[src/rtl/rfsd_pkg.sv]
// ----------------------------------------------------------------------------
// rfsd_pkg
// Shared types, constants and arithmetic helpers for the RGB565
// error-diffusion dither block.
// ----------------------------------------------------------------------------
package rfsd_pkg;

    // Field and register widths
    localparam int PIX_W    = 16;
    localparam int WIDTH_W  = 9;
    localparam int HEIGHT_W = 16;
    localparam int ERR_W    = 12;
    localparam int LUMA_W   = 8;
    localparam int SUM_W    = 18;
    localparam int ARITH_W  = 18;
    localparam int ADDR_W   = 3;
    localparam int DATA_W   = 32;

    // Defaults
    localparam int DEF_LINE_DEPTH = 384;
    localparam int RESET_WIDTH    = 384;
    localparam int RESET_HEIGHT   = 1;

    // Queue sizes
    localparam int QUEUE_DEPTH = 4;
    localparam int Q_CNT_W     = $clog2(QUEUE_DEPTH + 1);
    localparam int OUT_DEPTH   = 2;

    // Channel widening: x8 = (x * scale + bias) >> 6
    localparam int RB_SCALE = 527;
    localparam int RB_BIAS  = 23;
    localparam int G_SCALE  = 259;
    localparam int G_BIAS   = 33;
    localparam int EXP_SHIFT = 6;

    // Luminance weights over 1000
    localparam int WEIGHT_R = 299;
    localparam int WEIGHT_G = 587;
    localparam int WEIGHT_B = 114;

    // Divide by 1000 as multiply by ceil(2^28 / 1000), exact for sums below 493447
    localparam int RECIP       = 268436;
    localparam int RECIP_SHIFT = 28;
    localparam int PROD_W      = SUM_W + 19;

    localparam int THRESHOLD   = 127;
    localparam int WHITE_LEVEL = 255;

    // Register map, indexed by paddr[2]
    localparam logic REG_WIDTH  = 1'b0;
    localparam logic REG_HEIGHT = 1'b1;

    typedef struct packed {
        logic [WIDTH_W-1:0]  width;
        logic [HEIGHT_W-1:0] height;
    } t_cfg;

    typedef struct packed {
        logic [WIDTH_W-1:0] col;
        logic               first_row;
        logic               last_col;
        logic               last_row;
    } t_tag;

    typedef struct packed {
        logic [LUMA_W-1:0] luma;
        t_tag              tag;
    } t_item;

    typedef struct packed {
        logic dot_black;
        logic end_of_row;
        logic end_of_image;
    } t_result;

    typedef enum logic [1:0] {
        S_FETCH,
        S_EXEC,
        S_TAIL
    } t_back_state;

    // Signed divide by 16, truncating toward zero
    function automatic logic signed [ARITH_W-1:0] div16(input logic signed [ARITH_W-1:0] v);
        logic signed [ARITH_W-1:0] biased;
        biased = v + (v[ARITH_W-1] ? ARITH_W'(15) : ARITH_W'(0));
        return biased >>> 4;
    endfunction

    // Saturate to the 12-bit stored error range
    function automatic logic signed [ERR_W-1:0] sat12(input logic signed [ARITH_W-1:0] v);
        logic signed [ERR_W-1:0] res;
        if (v > ARITH_W'(2047)) begin
            res = 12'sd2047;
        end else if (v < -ARITH_W'(2048)) begin
            res = -12'sd2048;
        end else begin
            res = v[ERR_W-1:0];
        end
        return res;
    endfunction

endpackage

[src/rtl/rfsd_front.sv]
// ----------------------------------------------------------------------------
// rfsd_front
// Accepts pixels, tracks raster position, tags edges and computes luminance
// in a three-stage pipeline that feeds the work queue.
// ----------------------------------------------------------------------------
module rfsd_front import rfsd_pkg::*; #(
    parameter int LINE_DEPTH = DEF_LINE_DEPTH
) (
    input  logic               i_clk,
    input  logic               i_rst_n,
    input  t_cfg               i_cfg,
    input  logic               i_push,
    output logic               o_full,
    input  logic [PIX_W-1:0]   i_pixel,
    input  logic [Q_CNT_W-1:0] i_q_count,
    output logic               o_item_valid,
    output t_item              o_item
);

    localparam int UW = Q_CNT_W + 2;

    logic [WIDTH_W-1:0]  r_col;
    logic [HEIGHT_W-1:0] r_row;
    logic                r_v1, r_v2, r_v3;
    logic [LUMA_W-1:0]   r_r8, r_g8, r_b8;
    logic [SUM_W-1:0]    r_sum;
    logic [LUMA_W-1:0]   r_luma;
    t_tag                r_tag1, r_tag2, r_tag3;

    logic [WIDTH_W-1:0]  w_nz, w_eff;
    logic [HEIGHT_W-1:0] h_eff;
    logic [UW-1:0]       used;
    logic                accept;
    logic                last_col, last_row;
    t_tag                tag;
    logic [13:0]         r_wide, g_wide, b_wide;
    logic [SUM_W-1:0]    sum;
    logic [PROD_W-1:0]   prod;

    // Effective geometry: zero means one, width clamps to the line store
    assign w_nz  = (i_cfg.width == '0) ? WIDTH_W'(1) : i_cfg.width;
    assign w_eff = (32'(w_nz) > LINE_DEPTH) ? WIDTH_W'(LINE_DEPTH) : w_nz;
    assign h_eff = (i_cfg.height == '0) ? HEIGHT_W'(1) : i_cfg.height;

    // Credit: queue entries plus words still in the pipeline
    assign used   = UW'(i_q_count) + UW'(r_v1) + UW'(r_v2) + UW'(r_v3);
    assign o_full = (used >= UW'(QUEUE_DEPTH));
    assign accept = i_push && !o_full;

    assign last_col = ({1'b0, r_col} + 10'd1) >= {1'b0, w_eff};
    assign last_row = ({1'b0, r_row} + 17'd1) >= {1'b0, h_eff};

    always_comb begin
        tag.col       = r_col;
        tag.first_row = (r_row == '0);
        tag.last_col  = last_col;
        tag.last_row  = last_row;
    end

    assign r_wide = 14'(i_pixel[15:11]) * 14'(RB_SCALE) + 14'(RB_BIAS);
    assign g_wide = 14'(i_pixel[10:5]) * 14'(G_SCALE) + 14'(G_BIAS);
    assign b_wide = 14'(i_pixel[4:0]) * 14'(RB_SCALE) + 14'(RB_BIAS);

    assign sum = SUM_W'(r_r8) * SUM_W'(WEIGHT_R)
               + SUM_W'(r_g8) * SUM_W'(WEIGHT_G)
               + SUM_W'(r_b8) * SUM_W'(WEIGHT_B);

    assign prod = PROD_W'(r_sum) * PROD_W'(RECIP);

    always_ff @(posedge i_clk) begin
        if (!i_rst_n) begin
            r_col <= '0;
            r_row <= '0;
            r_v1  <= 1'b0;
            r_v2  <= 1'b0;
            r_v3  <= 1'b0;
        end else begin
            r_v1 <= accept;
            r_v2 <= r_v1;
            r_v3 <= r_v2;
            if (accept) begin
                if (last_col) begin
                    r_col <= '0;
                    r_row <= last_row ? '0 : r_row + HEIGHT_W'(1);
                end else begin
                    r_col <= r_col + WIDTH_W'(1);
                end
            end
        end
    end

    always_ff @(posedge i_clk) begin
        r_r8   <= LUMA_W'(r_wide >> EXP_SHIFT);
        r_g8   <= LUMA_W'(g_wide >> EXP_SHIFT);
        r_b8   <= LUMA_W'(b_wide >> EXP_SHIFT);
        r_tag1 <= tag;
        r_sum  <= sum;
        r_tag2 <= r_tag1;
        r_luma <= prod[RECIP_SHIFT +: LUMA_W];
        r_tag3 <= r_tag2;
    end

    assign o_item_valid = r_v3;
    always_comb begin
        o_item.luma = r_luma;
        o_item.tag  = r_tag3;
    end

endmodule

[config.mk]
export PLATFORM = sky130hd
export DESIGN_NAME = rfsd_front
export DESIGN_NICKNAME = d
export VERILOG_FILES = /design/src/rtl/rfsd_pkg.sv /design/src/rtl/rfsd_front.sv
export SDC_FILE = /design/constraint.sdc
export NUM_CORES = 1
export LEC_CHECK = 0
export BUFFER_PORTS_ARGS = -buffer_cell sky130_fd_sc_hd__buf_2
export CORE_UTILIZATION = 40
export DETAILED_ROUTE_END_ITERATION = 16
export PLACE_DENSITY = 0.6
export SKIP_CTS_REPAIR_TIMING = 1
export SLEW_MARGIN = 30
export SYNTH_ARGS = -nofsm -noshare
export SYNTH_HDL_FRONTEND = slang
export SYNTH_SLANG_ARGS = --single-unit
[constraint.sdc]
create_clock -name i_clk -period 17.9 [get_ports i_clk]
set_input_delay 0.895 -clock i_clk [delete_from_list [all_inputs] [get_ports i_clk]]
set_output_delay 0.895 -clock i_clk [all_outputs]
set_load 0.01 [all_outputs]
---- After elaboration in Yosys (flattened, before gate mapping) ----
Index checks and enable logic that the tools add are counted.
storage, ports and cells
  flip-flop bits (word level) ............. 114
  input port bits ......................... 47
  output and inout port bits .............. 22
  word-level logic and storage cells ...... 56
cells by class
  add/subtract/negate cells ............... 12
  multipliers ............................. 7
  order comparisons ....................... 4
  multiplexer cells ....................... 5
  reductions and logical operators ........ 6
operators by type and width
  cell                                                                                  number
  18-bit by 17-bit multiplier with 34-bit output (second input constant)                1
  16-bit logical NOT                                                                    2
  16-bit 2-to-1 mux                                                                     2
  14-bit by 5-bit adder with 14-bit output (second input constant)                      2
  5-bit by 10-bit multiplier with 14-bit output (second input constant)                 2
  9-bit 2-to-1 mux                                                                      3
  17-bit by 18-bit adder with 18-bit output                                             1
  18-bit by 15-bit adder with 18-bit output                                             1
  8-bit by 10-bit multiplier with 18-bit output (second input constant)                 1
  16-bit by 1-bit adder with 17-bit output (second input constant)                      1
  17-bit by 16-bit greater-or-equal comparator with 1-bit output                        1
  8-bit by 9-bit multiplier with 17-bit output (second input constant)                  1
  16-bit by 1-bit adder with 16-bit output (second input constant)                      1
  14-bit by 6-bit adder with 14-bit output (second input constant)                      1
  6-bit by 9-bit multiplier with 14-bit output (second input constant)                  1
  8-bit by 6-bit multiplier with 14-bit output (second input constant)                  1
  9-bit by 1-bit adder with 10-bit output (second input constant)                       1
  10-bit by 9-bit greater-or-equal comparator with 1-bit output                         1
  9-bit by 1-bit adder with 9-bit output (second input constant)                        1
  9-bit > comparator (second input constant)                                            1
  9-bit logical NOT                                                                     1
  4-bit by 1-bit adder with 5-bit output                                                1
  5-bit by 1-bit adder with 5-bit output                                                1
  5-bit by 3-bit greater-or-equal comparator with 1-bit output (second input constant)  1
  4 further kinds                                                                       4

---- Logic depth before layout (Yosys ltp) ----
  word-level depth ........................ 7
  depth in mapped cells ................... 25
  depth with buffers taken out ............ 25

---- Worst setup path after synthesis ----
Ideal clock, no wire load.
  path type ............................... reg-to-reg
  start ................................... reg r_b8[1]
  end ..................................... reg r_sum[16]
  library setup time ...................... 0.072 ns
  data arrival time ....................... 5.597 ns
  data required time ...................... 17.828 ns
  setup slack ............................. 12.231 ns
  cell stages (with the launch flop) ...... 22
  buffers on the path ..................... 0
  clock period less this slack ............ 5.669 ns
  cell sequence ........................... dfxtp_1 > inv_1 > fa_1 > inv_1 > fa_1 > ha_1 > inv_1 > fa_1 > xnor2_1 > ha_1 > fa_1 > inv_1 > fa_1 > fa_1 > inv_1 > ha_1 > a21o_1 > a31oi_1 > o211ai_1 > a31o_2 > a21oi_1 > xnor2_1
on the way
  word-level cells in the longest chain between the ends .. 2
RTL lines
  element                                       line              text
  start: declaration                            rfsd_front.sv:25  logic [LUMA_W-1:0] r_r8, r_g8, r_b8;
  start signal: assignment                      rfsd_front.sv:95  r_b8 <= LUMA_W'(b_wide >> EXP_SHIFT);
  8-bit by 6-bit multiplier with 14-bit output  rfsd_front.sv:66  + SUM_W'(r_b8) * SUM_W'(WEIGHT_B);
  18-bit by 15-bit adder with 18-bit output     rfsd_front.sv:66
  named net sum[16]                             rfsd_front.sv:37  logic [SUM_W-1:0] sum;
  end signal: assignment                        rfsd_front.sv:97  r_sum <= sum;
  end: declaration                              rfsd_front.sv:26  logic [SUM_W-1:0] r_sum;
The timed path passes the listed nets, and every way through them passes these cells.
A chain may end at the register's enable or synchronous reset.

---- Final worst setup path ----
Same ends and word-level chain as after synthesis.

==> flow_summary.toml <==
[drt]
viasPerCell = 4.755
drc_errors = 0
wl_um = 25060
wire_per_inst_um = 13.45
via_count = 8859
firstDrtPassIters = 4
drtAntennaViolNets = 0
first_iter_violations = 239

[synthesis]
ys_seq_area_frac = 0.1739
synth_nets = 1849
yosysWarnings = 0
ys_ff_latch = 114
synthesis.area_um2 = 13120
synth_ff_type = "dfxtp_1"
syn-instance-count = 1336
async_reset_ff_frac = 0
synth_cell_types = 60
synth_edf_count = 0
synth.avg_cell_area_um2 = 9.822

[layout]
drive_gt1_frac = 0.08473
area_growth_pct = 10.84
mostFrequentLayoutCells = "inv_1 (331), ha_1 (330), fa_1 (136)"
final_util = 0.4562
layout.nets = 1928
final_common_cell = "inv_1"
diodes = 0
final_cells = 1863
nFillCells = 3129

[clock_network]
clk_pin_slew_ns = 0.05
clk-insertion-delay-late_ns = 0.41
cts_tree = "built"
root_buffer = "clkbuf_16"
clk_path_buf_depth = 2
numClockSinks = 114
cts_htree_levels = 4
numCtsBuffers = 17

[grt]
grt_pass1_vias = 9336
track_usage = 0.1651
overflow = 0
antenna_found_initial = 0
grt_start_max_net_pins = 18
grt_pass1_wl_um = 44240

[worst_setup_path]
path_common_cell = "fa_1"
cp.arrival_ns = 6.38
cpPeakStageDelay_ns = 0.54
crit_slowest_cell = "fa_1"
path_max_fanout = 5
crit_path_start_kind = "flip-flop"
worstPathCellList = "inv_1, fa_1, inv_1, fa_1, ha_1, inv_1, fa_1, xnor2_1, ha_1, fa_1, inv_1, fa_1, fa_1, inv_1, ha_1, a21o_1, a31oi_1, o211ai_1, a31o_2, a21oi_1, xnor2_1"
worst-setup-path-type = "flip-flop to flip-flop"
critPathCaptureType = "flip-flop"
cp.required_ns = 18.24

[sta]
finClkSkew_ns = 0.006920
setup_slack_ns = 11.86
period_needed_ns = 6.041
maxSlewHeadroom = 0.5718
fmax_mhz = 165.5
final-hold-violation-count = 0
rsz0062_at_grt = "no"
period_share = 0.3375
drv_slew = 0
tightest_slew_ns = 0.6422
finalSetupTns_ns = 0
setup_viol = 0

[die]
coreArea_um2 = 31880
start_util = 0.4116
dieArea_um2 = 33530
die_h_um = 183.1
rows = 65
ios = 69
die_w_um = 183.1

[placed_design]
place_worst_setup_slack_ns = 11.88
place.gp.congestion = 0.8087
io_buffers = 68
dpl.hpwl_um = 21220
dp.cells = 1831

[run_status]
status = "finished clean"

[job]
drv_cap = 0

[worst_hold_path]
hp-class = "flip-flop to flip-flop"
## final cells by class
| type | count | area [um^2] | share of cell area |
|---|---|---|---|
| Clock inverter | 12 | 132.6 | 0.009118 |
| Clock buffer | 20 | 456.7 | 0.03140 |
| Inverter | 332 | 1246 | 0.08568 |
| Timing Repair Buffer | 68 | 340.3 | 0.02340 |
| Multi-Input combinational cell | 882 | 9543 | 0.6561 |
| Sequential cell | 114 | 2282 | 0.1569 |
| Tap cell | 435 | 544.3 | 0.03742 |
## critical path: cells and delay by family (launching register included)
| kind | cells | cell delay (ns) |
|---|---|---|
| adders and majority gates | 9 | 3.86 |
| AOI/OAI and AO/OA | 5 | 1.05 |
| DFF | 1 | 0.41 |
| xor gates and xnor gates | 2 | 0.33 |
| buffers and inverters | 5 | 0.30 |
## layer usage
metal,vias up,track usage,wire length [um]
met5,-,0,0
met4,0,0.04267,264
met3,20,0.02025,752
met2,98,0.2862,12210
met1,4237,0.2167,11830
li1,4504,-,-
## cells in the mapped netlist (3+ instances only)
library cell / instances / area share
ha_1: 330 / 0.31
xnor2_1: 51 / 0.034
nand3_2: 3 / 0.0023
and2_1: 7 / 0.0033
nor2b_1: 4 / 0.0019
o21bai_1: 8 / 0.0046
a21o_1: 17 / 0.0097
xor2_1: 21 / 0.014
nor2_1: 39 / 0.011
nand2b_1: 3 / 0.0014
nand2_1: 40 / 0.011
a22o_1: 3 / 0.0020
o211ai_1: 8 / 0.0046
nor4_1: 7 / 0.0033
a211o_1: 3 / 0.0020
and3_1: 6 / 0.0029
o21ai_0: 27 / 0.010
a21oi_1: 48 / 0.018
dfxtp_1: 114 / 0.17
buf_4: 3 / 0.0017
o21a_1: 13 / 0.0074
nand3_1: 15 / 0.0057
o22ai_1: 6 / 0.0029
inv_1: 331 / 0.095
nand4_1: 7 / 0.0033
fa_1: 136 / 0.21
a31oi_1: 4 / 0.0019
or3_1: 5 / 0.0024
nand4b_1: 9 / 0.0060
nor3_1: 27 / 0.010
and4_1: 4 / 0.0027
## through the flow
stage                     hold WS (ns)  cell area (um^2)
after floorplan                 0.3096             13120
after global placement          0.3104             13960
after detailed placement        0.3121             13960
after CTS                       0.3256             14550
after global routing            0.3277             14550
final                           0.3239             14550
## registers in the layout, summed over array words and instances, names as in the netlist, 8 cells and up
signal  flops
r_sum      18
r_row      16
o_item     12
r_tag1     12
r_tag2     12
r_col       9
r_b8        8
r_g8        8
r_luma      8
r_r8        8
## cells by family (layout without fill, tap and decap cells)
group | count (synthesis) | in the layout | share of synthesized area
simple gates | 189 | 189 | 0.07838
flops | 114 | 114 | 0.1739
fa+ha+maj | 466 | 466 | 0.5221
buf+inv | 340 | 432 | 0.09887
compound gates | 155 | 155 | 0.07866
xor+xnor | 72 | 72 | 0.04806
## path summary, 6_finish.rpt
path                   from         to  slack (ns)  cells after the start
setup / recovery    r_b8[1]  r_sum[16]       11.86                     21
hold / removal    r_tag2[7]  o_item[7]        0.32                      0
setup reg to reg    r_b8[1]  r_sum[16]       11.86                     21
hold reg to reg   r_tag2[7]  o_item[7]        0.32                      0
Power is left out: the tool's default activity adds up to more than one toggle a clock period on the data nets, which glitch-free logic cannot reach.
