File: src/rtl/rfsd_pkg.sv
// ----------------------------------------------------------------------------
// rfsd_pkg
// Shared types, constants and arithmetic helpers for the RGB565
// error-diffusion dither block.
// ----------------------------------------------------------------------------
package rfsd_pkg;

    // Field and register widths
    localparam int PIX_W    = 16;
    localparam int WIDTH_W  = 9;
    localparam int HEIGHT_W = 16;
    localparam int ERR_W    = 12;
    localparam int LUMA_W   = 8;
    localparam int SUM_W    = 18;
    localparam int ARITH_W  = 18;
    localparam int ADDR_W   = 3;
    localparam int DATA_W   = 32;

    // Defaults
    localparam int DEF_LINE_DEPTH = 384;
    localparam int RESET_WIDTH    = 384;
    localparam int RESET_HEIGHT   = 1;

    // Queue sizes
    localparam int QUEUE_DEPTH = 4;
    localparam int Q_CNT_W     = $clog2(QUEUE_DEPTH + 1);
    localparam int OUT_DEPTH   = 2;

    // Channel widening: x8 = (x * scale + bias) >> 6
    localparam int RB_SCALE = 527;
    localparam int RB_BIAS  = 23;
    localparam int G_SCALE  = 259;
    localparam int G_BIAS   = 33;
    localparam int EXP_SHIFT = 6;

    // Luminance weights over 1000
    localparam int WEIGHT_R = 299;
    localparam int WEIGHT_G = 587;
    localparam int WEIGHT_B = 114;

    // Divide by 1000 as multiply by ceil(2^28 / 1000), exact for sums below 493447
    localparam int RECIP       = 268436;
    localparam int RECIP_SHIFT = 28;
    localparam int PROD_W      = SUM_W + 19;

    localparam int THRESHOLD   = 127;
    localparam int WHITE_LEVEL = 255;

    // Register map, indexed by paddr[2]
    localparam logic REG_WIDTH  = 1'b0;
    localparam logic REG_HEIGHT = 1'b1;

    typedef struct packed {
        logic [WIDTH_W-1:0]  width;
        logic [HEIGHT_W-1:0] height;
    } t_cfg;

    typedef struct packed {
        logic [WIDTH_W-1:0] col;
        logic               first_row;
        logic               last_col;
        logic               last_row;
    } t_tag;

    typedef struct packed {
        logic [LUMA_W-1:0] luma;
        t_tag              tag;
    } t_item;

    typedef struct packed {
        logic dot_black;
        logic end_of_row;
        logic end_of_image;
    } t_result;

    typedef enum logic [1:0] {
        S_FETCH,
        S_EXEC,
        S_TAIL
    } t_back_state;

    // Signed divide by 16, truncating toward zero
    function automatic logic signed [ARITH_W-1:0] div16(input logic signed [ARITH_W-1:0] v);
        logic signed [ARITH_W-1:0] biased;
        biased = v + (v[ARITH_W-1] ? ARITH_W'(15) : ARITH_W'(0));
        return biased >>> 4;
    endfunction

    // Saturate to the 12-bit stored error range
    function automatic logic signed [ERR_W-1:0] sat12(input logic signed [ARITH_W-1:0] v);
        logic signed [ERR_W-1:0] res;
        if (v > ARITH_W'(2047)) begin
            res = 12'sd2047;
        end else if (v < -ARITH_W'(2048)) begin
            res = -12'sd2048;
        end else begin
            res = v[ERR_W-1:0];
        end
        return res;
    endfunction

endpackage

File: src/rtl/rfsd_ram.sv
// ----------------------------------------------------------------------------
// rfsd_ram
// Generic single-write, single-read RAM with registered read data.
// ----------------------------------------------------------------------------
module rfsd_ram #(
    parameter int WIDTH = 8,
    parameter int DEPTH = 16,
    localparam int AW = (DEPTH > 1) ? $clog2(DEPTH) : 1
) (
    input  logic             i_clk,
    input  logic             i_we,
    input  logic [AW-1:0]    i_waddr,
    input  logic [WIDTH-1:0] i_wdata,
    input  logic [AW-1:0]    i_raddr,
    output logic [WIDTH-1:0] o_rdata
);

    logic [WIDTH-1:0] r_mem [DEPTH];
    logic [WIDTH-1:0] r_rdata;

    always_ff @(posedge i_clk) begin
        if (i_we) begin
            r_mem[i_waddr] <= i_wdata;
        end
        r_rdata <= r_mem[i_raddr];
    end

    assign o_rdata = r_rdata;

endmodule

File: src/rtl/rfsd_back.sv
// ----------------------------------------------------------------------------
// rfsd_back
// Error-diffusion engine: reads the stored error for the column, thresholds,
// spreads the error and writes the next-row line store.
// ----------------------------------------------------------------------------
module rfsd_back import rfsd_pkg::*; #(
    parameter int LINE_DEPTH = DEF_LINE_DEPTH
) (
    input  logic    i_clk,
    input  logic    i_rst_n,
    input  t_item   i_item,
    input  logic    i_q_empty,
    output logic    o_q_pop,
    input  logic    i_res_full,
    output logic    o_res_push,
    output t_result o_res
);

    localparam int AW = (LINE_DEPTH > 1) ? $clog2(LINE_DEPTH) : 1;

    t_back_state             r_state, n_state;
    t_item                   r_item, n_item;
    logic signed [ERR_W-1:0] r_carry, n_carry;
    logic signed [ERR_W-1:0] r_psl, n_psl;
    logic signed [ERR_W-1:0] r_psm, n_psm;
    logic signed [ERR_W-1:0] r_tail, n_tail;

    logic                      ram_we;
    logic [AW-1:0]             ram_waddr, ram_raddr;
    logic [ERR_W-1:0]          ram_wdata, ram_rdata;

    logic signed [ERR_W-1:0]   above_err;
    logic signed [ARITH_W-1:0] above, luma, left_in, val, err;
    logic signed [ARITH_W-1:0] left, mid;
    logic signed [ERR_W-1:0]   psl_new;
    logic                      first_col, white, has_right, has_below;

    rfsd_ram #(
        .WIDTH (ERR_W),
        .DEPTH (LINE_DEPTH)
    ) u_err_line (
        .i_clk   (i_clk),
        .i_we    (ram_we),
        .i_waddr (ram_waddr),
        .i_wdata (ram_wdata),
        .i_raddr (ram_raddr),
        .o_rdata (ram_rdata)
    );

    // Read for the word at the queue head; data is ready in S_EXEC
    assign ram_raddr = AW'(i_item.tag.col);

    assign first_col = (r_item.tag.col == '0);
    assign has_right = !r_item.tag.last_col;
    assign has_below = !r_item.tag.last_row;

    always_comb begin
        above_err = ram_rdata;
        above     = r_item.tag.first_row ? '0 : ARITH_W'(above_err);
        luma      = signed'(ARITH_W'(r_item.luma));
        left_in   = first_col ? '0 : ARITH_W'(r_carry);
        val       = luma + above + left_in;
        white     = val > ARITH_W'(THRESHOLD);
        err       = white ? val - ARITH_W'(WHITE_LEVEL) : val;
        left      = first_col ? '0 : ARITH_W'(r_psl);
        mid       = first_col ? '0 : ARITH_W'(r_psm);
        psl_new   = sat12(mid + div16(err * ARITH_W'(5)));
    end

    always_comb begin
        n_state    = r_state;
        n_item     = r_item;
        n_carry    = r_carry;
        n_psl      = r_psl;
        n_psm      = r_psm;
        n_tail     = r_tail;
        o_q_pop    = 1'b0;
        o_res_push = 1'b0;
        ram_we     = 1'b0;
        ram_waddr  = AW'(r_item.tag.col);
        ram_wdata  = r_tail;
        case (r_state)
            S_FETCH: begin
                if (!i_q_empty && !i_res_full) begin
                    o_q_pop = 1'b1;
                    n_item  = i_item;
                    n_state = S_EXEC;
                end
            end
            S_EXEC: begin
                o_res_push = 1'b1;
                n_carry    = has_right ? sat12(div16(err * ARITH_W'(7))) : '0;
                n_tail     = psl_new;
                if (has_below) begin
                    if (!first_col) begin
                        ram_we    = 1'b1;
                        ram_waddr = AW'(r_item.tag.col - WIDTH_W'(1));
                        ram_wdata = sat12(left + div16(err * ARITH_W'(3)));
                    end
                    n_psl = psl_new;
                    n_psm = has_right ? sat12(div16(err)) : '0;
                end else begin
                    n_psl = '0;
                    n_psm = '0;
                end
                if (r_item.tag.last_col) begin
                    n_carry = '0;
                    n_psl   = '0;
                    n_psm   = '0;
                end
                n_state = (r_item.tag.last_col && has_below) ? S_TAIL : S_FETCH;
            end
            S_TAIL: begin
                // Last column's pending sum goes straight to its own entry
                ram_we    = 1'b1;
                ram_waddr = AW'(r_item.tag.col);
                ram_wdata = r_tail;
                n_state   = S_FETCH;
            end
            default: begin
                n_state = S_FETCH;
            end
        endcase
    end

    always_comb begin
        o_res.dot_black    = !white;
        o_res.end_of_row   = r_item.tag.last_col;
        o_res.end_of_image = r_item.tag.last_col && r_item.tag.last_row;
    end

    always_ff @(posedge i_clk) begin
        if (!i_rst_n) begin
            r_state <= S_FETCH;
            r_carry <= '0;
            r_psl   <= '0;
            r_psm   <= '0;
        end else begin
            r_state <= n_state;
            r_carry <= n_carry;
            r_psl   <= n_psl;
            r_psm   <= n_psm;
        end
    end

    always_ff @(posedge i_clk) begin
        r_item <= n_item;
        r_tail <= n_tail;
    end

    a_res_room: assert property (@(posedge i_clk) disable iff (!i_rst_n)
        o_res_push |-> !i_res_full)
        else $error("result pushed into a full output queue");

    a_no_last_row_write: assert property (@(posedge i_clk) disable iff (!i_rst_n)
        ram_we |-> !r_item.tag.last_row)
        else $error("line store written on the last row");

    a_tail_order: assert property (@(posedge i_clk) disable iff (!i_rst_n)
        (r_state == S_TAIL) |-> ($past(r_state) == S_EXEC && r_item.tag.last_col))
        else $error("tail write not after a row-ending word");

    a_pop_exec: assert property (@(posedge i_clk) disable iff (!i_rst_n)
        o_q_pop |=> (r_state == S_EXEC))
        else $error("popped word not processed next cycle");

endmodule

File: config.mk
export PLATFORM = sky130hd
export DESIGN_NAME = rfsd_back
export DESIGN_NICKNAME = d
export VERILOG_FILES = /design/src/rtl/rfsd_pkg.sv /design/src/rtl/rfsd_ram.sv /design/src/rtl/rfsd_back.sv
export SDC_FILE = /design/constraint.sdc
export NUM_CORES = 2
export LEC_CHECK = 0
export BUFFER_PORTS_ARGS = -buffer_cell sky130_fd_sc_hd__buf_2
export CAP_MARGIN = 20
export CORE_UTILIZATION = 24
export CTS_BUF_LIST = sky130_fd_sc_hd__clkbuf_8
export CTS_CLUSTER_DIAMETER = 50
export DETAILED_ROUTE_END_ITERATION = 16
export PLACE_DENSITY = 0.44
export SLEW_MARGIN = 20
export SYNTH_ARGS = -nofsm -noshare
export SYNTH_HDL_FRONTEND = slang
export SYNTH_MEMORY_MAX_BITS = 65536
export SYNTH_SLANG_ARGS = --single-unit
File: constraint.sdc
create_clock -name i_clk -period 43.3 [get_ports i_clk]
set_input_delay 4.33 -clock i_clk [delete_from_list [all_inputs] [get_ports i_clk]]
set_output_delay 4.33 -clock i_clk [all_outputs]
set_load 0.005 [all_outputs]
Word level (Yosys, flattened, before mapping)
Memories as Yosys holds them, arrays and structs flattened. A register that Yosys moved wholly into a read port is not among the register bits.
Index checks and enable logic that the tools add are counted.
{"block": "op_classes", "n_eq_ne": 3, "reduce_logical": 10, "div_mod_pow": 0, "n_mul": 3, "n_shift": 0, "bitwise": 0, "mux": 39, "n_addsub": 10, "n_lt_le_gt_ge": 9}
{"cell": "12-bit two-way mux", "n": 16}
{"cell": "18-bit two-way mux", "n": 5}
{"cell": "18-bit by 5-bit adder with 18-bit output", "n": 4}
{"cell": "18-bit by 14-bit adder with 18-bit output", "n": 2}
{"cell": "18-bit by 12-bit > comparator with 1-bit output (second input constant)", "n": 2}
{"cell": "18-bit by 12-bit < comparator with 1-bit output (second input constant)", "n": 2}
{"cell": "18-bit by 4-bit multiplier with 18-bit output (second input constant)", "n": 2}
{"cell": "14-bit by 12-bit > comparator with 1-bit output (second input constant)", "n": 2}
{"cell": "14-bit by 12-bit < comparator with 1-bit output (second input constant)", "n": 2}
{"cell": "9-bit two-way mux", "n": 3}
{"cell": "18-bit adder", "n": 1}
{"cell": "9-bit by 18-bit adder with 18-bit output", "n": 1}
{"cell": "18-bit by 8-bit > comparator with 1-bit output (second input constant)", "n": 1}
{"cell": "18-bit by 3-bit multiplier with 18-bit output (second input constant)", "n": 1}
{"cell": "18-bit by 9-bit subtractor with 18-bit output (second input constant)", "n": 1}
{"cell": "4-bit two-way mux", "n": 4}
{"cell": "9-bit logical NOT", "n": 1}
{"cell": "9-bit by 1-bit subtractor with 9-bit output (second input constant)", "n": 1}
{"cell": "1-bit two-way mux", "n": 7}
{"cell": "1-bit logical NOT", "n": 4}
{"cell": "2-bit two-way mux", "n": 2}
{"cell": "2-bit case mux with 2 select lines", "n": 1}
{"cell": "1-bit logical AND", "n": 3}
{"cell": "2-bit by 1-bit == test with 1-bit output (second input constant)", "n": 1}
{"cell": "other kinds (5)", "n": 5}
{"block": "totals", "romBits": 0, "memories": 1, "mem_bits_rw": 4608, "out_inout_bits": 5, "regBits": 70, "latch_bits": 0, "inputBits": 24}
{"memory": "u_err_line.r_mem", "depth": 384, "width": 12, "read_ports": 1, "rd_clocked_by_memory_dff": 1, "wr": 1, "line": "rfsd_ram.sv:18", "text": "logic [WIDTH-1:0] r_mem [DEPTH];"}

Longest topological paths before layout
{"block": "depth", "depth_word": 15, "ltp_mapped": 51, "depth_no_buf": 47}

By module
Synthesis repeated with hierarchy kept, for this count alone.
{"block": "unflattened", "hier_cells": 9020, "area_unflattened_um2": 187578.7}
{"module": "rfsd_ram", "cells_each": 7769, "instances": 1, "area_each_um2": 177617.8}
{"module": "rfsd_back", "cells_each": 1251, "instances": 1, "area_each_um2": 9960.8}

Least setup slack after synthesis
No wires, ideal clock.
{"block": "synth_timing", "path_type": "register to register", "startpoint": "reg r_item[3] (netlist bit)", "endpoint": "mem u_err_line.r_mem[0][1] (netlist bit) (data pin)", "synth_period_minus_slack_ns": 27.989, "setup_time_ns": 3.178, "slack_ns": 15.311, "stages_incl_launch_ff": 50, "required_ns": 40.122, "t_arrival_ns": 24.811, "n_path_buf": 4, "cell_sequence": "edfxtp_1 clkbuf_1 inv_1 ha_1 nand4b_1 clkbuf_1 nand2_1 fa_1 inv_1 ha_1 fa_1 a21o_1 a221oi_4 xnor2_1 nor4_4 buf_6 a21oi_1 xnor2_1 [... 14 more ...] nand2_1 xnor2_1 ha_1 a21o_1 a21oi_1 o21bai_1 a21oi_1 o21bai_1 a211oi_1 o21bai_1 a21oi_1 nor2_1 a211oi_1 mux2i_1 and2_1 clkbuf_1 o21ai_0 o21ai_0"}
{"block": "synth_between", "elab_chain_cells": 15}
{"element": "start: declaration", "line": "rfsd_back.sv:22", "text": "t_item r_item, n_item;"}
{"element": "start signal: assignment", "line": "rfsd_back.sv:147", "text": "r_item <= n_item;"}
{"element": "9-bit logical NOT *", "line": "rfsd_back.sv:53", "text": "assign first_col = (r_item.tag.col == '0);"}
{"element": "18-bit two-way mux", "line": "rfsd_back.sv:61", "text": "left_in = first_col ? '0 : ARITH_W'(r_carry);"}
{"element": "18-bit adder", "line": "rfsd_back.sv:62", "text": "val = luma + above + left_in;"}
{"element": "18-bit by 9-bit subtractor with 18-bit output or 18-bit by 8-bit > comparator with 1-bit output (tied branches)", "line": "rfsd_back.sv:64, rfsd_back.sv:63"}
{"element": "18-bit two-way mux", "line": "rfsd_back.sv:64", "text": "err = white ? val - ARITH_W'(WHITE_LEVEL) : val;"}
{"element": "18-bit by 3-bit multiplier with 18-bit output", "line": "rfsd_back.sv:98", "text": "ram_wdata = sat12(left + div16(err * ARITH_W'(3)));"}
{"element": "4-bit two-way mux", "line": "rfsd_pkg.sv:85", "text": "biased = v + (v[ARITH_W-1] ? ARITH_W'(15) : ARITH_W'(0));"}
{"element": "18-bit by 5-bit adder with 18-bit output", "line": "rfsd_pkg.sv:85"}
{"element": "18-bit by 14-bit adder with 18-bit output", "line": "rfsd_back.sv:98"}
{"element": "18-bit by 12-bit < comparator with 1-bit output", "line": "rfsd_pkg.sv:94", "text": "end else if (v < -ARITH_W'(2048)) begin"}
{"element": "12-bit two-way mux", "line": "rfsd_pkg.sv:94"}
{"element": "12-bit two-way mux", "line": "rfsd_pkg.sv:92", "text": "if (v > ARITH_W'(2047)) begin"}
{"element": "12-bit two-way mux *", "line": "rfsd_back.sv:95", "text": "if (!first_col) begin"}
{"element": "12-bit two-way mux *", "line": "rfsd_back.sv:94", "text": "if (has_below) begin"}
{"element": "12-bit two-way mux *", "line": "rfsd_back.sv:82", "text": "case (r_state)"}
{"element": "named net ram_wdata[1]", "line": "rfsd_back.sv:30", "text": "logic [ERR_W-1:0] ram_wdata, ram_rdata;"}
{"element": "end: declaration", "line": "rfsd_ram.sv:18"}
The timed path passes the listed nets; every way through them passes the cells marked *.

Worst setup path after layout
{"block": "layout_timing", "startpoint": "reg r_item[8] (netlist bit)", "endpoint": "mem u_err_line.r_mem[41][8] (netlist bit) (data pin)"}
Same word-level chain as after synthesis.

==> impl_metrics.toml <==
[status]
status = "complete, no violations"

[timing]
skew_ns = 0.0944
final-max-slew-violation-count = 0
finalCritPeriodShare = 0.350
tightest_slew_ns = 1.22
fmax_mhz = 66.0
post-route-min-period_ns = 15.16
finalSetupTns_ns = 0
hold_violations = 0
rsz0062_at_grt = "no"
setup_violations = 0
maxSlewHeadroom = 0.178
setup_ws_ns = 28.14

[critical_path]
reg2regPathDepth = 48
worstSetupStartpointType = "flop"
crit_top_cell = "a21oi_1"
r2r_setup_slack_ns = 28.14
path_class = "flop to flop"
slowest_delay_ns = 0.87
path_max_fanout = 98
endpoint_kind = "flop"
critPathArrivalTime_ns = 16.06
crit_slowest_cell = "buf_4"
required_ns = 44.20

[final_layout]
drive_above_1_share = 0.333
seqCellArea_sq_mm = 0.140
final_area_sq_mm = 0.216
nNetsFinal = 9105
area_delta_synth_final_pct = 15.6
multi_input_area_sq_mm = 0.0455
n_fill_cell = 76000

[clocking]
cts_sinks = 4690
post_cts_resized = 0
htreeDepth = 6
hold_buffers = 0
clock_latency_ns = 1.30
numCtsBuffers = 790
cts_max_path_buffers = 4
cts.clk_slew.worst_paths_ns = 0.06
cts-root-buf = "clkbuf_8"
cts_tree = "done"
post_cts.repair.setup_buffers = 0

[route]
dr.pass1.iters = 8
drtAntennaViolNets = 0
drc = 0
drt_iter0_drc = 8957
via_count = 90100
routedWlPerCell_um = 27.5
wl_mm = 546
viasPerCell = 4.55

[yosys]
async_flop_share = 0
synth_cells = 8279
yosys_warnings = 0
syn-cell-area_sq_mm = 0.187
ys_ff_latch = 4690
synth.avg_cell_area_sq_um = 22.5
ys_seq_area_frac = 0.752
synth_cell_types = 97
synth_ff_type = "edfxtp_1"
synth_edf_count = 4640
synth.net_count = 8446

[placement]
dp_slack_ns = 27.68
finalWeightedCongestion = 0.778
portBuffers = 28
dpl-instance-area_sq_mm = 0.201
hpwl_mm = 322

[floorplanning]
ioPinCount = 29
design.die.area_sq_mm = 0.781
initial_core_util = 0.241
die-height_um = 884
core-area_sq_mm = 0.774
num_rows = 323
die_w_um = 884

[global_route]
gr-usage-all-layers = 0.135
antenna_found_initial = 51
grt_overflow_total = 0
grt_pass1_vias = 94400
grt_pass1_wl_mm = 760
grt_start_max_net_pins = 208

[power]
p_per_area_mw_per_mm2 = 62.0
ir_drop_v = 0.000105
p_leak_uw = 0.0659

[worst_hold_path]
hold_depth = 2
hp-class = "flop to flop"

[job]
cap_violations = 0
sequential cells by signal (all words and copies together), names as in the netlist:
| register | flops |
|---|---|
| u_err_line.o_rdata | 12 |
| r_state | 2 |
| r_tail | 12 |
| u_err_line.r_mem | 4608 |
| o_res | 1 |
| r_psl | 12 |
| luma | 8 |
| r_psm | 12 |
| r_carry | 12 |
| r_item | 11 |
metrics by stage:
step,power (uW),utilization,hold WS (ns),instances
finish,13400,0.279,0.445,19800
floorplan,9300,-,0.415,8279
global route,14000,0.279,0.463,19800
CTS,13500,0.278,0.451,19800
global placement,9730,0.260,0.437,18400
detailed placement,9800,0.260,0.439,18400
worst paths after layout:
kind,startpoint,end
min,r_psm[1],r_psm[1]
max,r_item[8],u_err_line.r_mem[41][8]
min reg2reg,r_psm[1],r_psm[1]
max reg2reg,r_item[8],u_err_line.r_mem[41][8]
where the power goes:
group	switching [uW]	leakage, uW	internal, uW
registers	7.58	0.0420	5860
logic	2700	0.0156	1140
clock network	1850	0.00824	1810
total	4560	0.0659	8810
synthesized netlist by cell type (all sizes together) (19+ instances only):
cell | n | area [sq um]
a21o | 24 | 180
a21oi | 98 | 521
and2 | 52 | 325
buf | 147 | 614
clkbuf | 294 | 1100
dfxtp | 50 | 1000
edfxtp | 4640 | 139000
fa | 25 | 500
ha | 118 | 1480
inv | 88 | 333
mux2i | 23 | 230
mux4 | 1524 | 34300
nand2 | 148 | 563
nand3 | 32 | 160
nor2 | 491 | 1850
nor2b | 32 | 200
nor3 | 44 | 240
o21a | 19 | 143
o21ai | 72 | 372
xnor2 | 88 | 846
xor2 | 49 | 437
logic make-up (layout without fill, tap and decap cells):
kind of cell,count (synthesis),after routing,share of synthesized area
AO/OA/AOI/OAI,352,352,0.0134
XOR/XNOR,137,137,0.00687
adder cells (fa/ha/maj),143,143,0.0106
buffers and inverters,529,1818,0.0110
flip-flops,4690,4690,0.752
multiplexers,1548,1548,0.185
other,0,11,0
AND/OR/NAND/NOR,880,880,0.0212
cell type report:
| type | count | share of cell area |
|---|---|---|
| timing repair buffer | 308 | 0.0118 |
| antenna | 11 | 0.000128 |
| tap | 10200 | 0.0593 |
| clock buffer | 802 | 0.0511 |
| multi-input combinational | 3060 | 0.211 |
| inverter | 88 | 0.00154 |
| clock inverter | 620 | 0.0149 |
| sequential | 4690 | 0.650 |
cell usage in the layout, fill, tap and decap left out, types with 38 or more instances in the layout:
cell / instances
a21oi_1: 92
inv_1: 356
o21ai_0: 52
buf_4: 256
ha_1: 118
nor3_1: 38
nand2_1: 122
dfxtp_1: 50
xnor2_1: 81
nor2_1: 181
nor2_2: 273
and2_1: 50
mux4_2: 1524
xor2_1: 48
clkinv_2: 69
clkinv_1: 202
clkbuf_8: 802
edfxtp_1: 4640
critical path, delay by kind of cell (launching register included):
kind                     cells  cell delay [ns]
adder cells (fa/ha/maj)      6             2.07
multiplexers                 1             0.23
flip-flops                   1             0.46
AND/OR/NAND/NOR             14             3.44
buffers and inverters        5             2.78
AO/OA/AOI/OAI               20             4.86
XOR/XNOR                     2             0.57
layer usage:
layer  share of wire  up-vias  track usage
li1                -    36600            -
met1            0.45    49900        0.190
met2            0.48     2866        0.221
met3           0.055      817       0.0210
met4           0.021       18       0.0296
met5         0.00021        -            0
No activity file was read; power rests on OpenSTA's default activity.
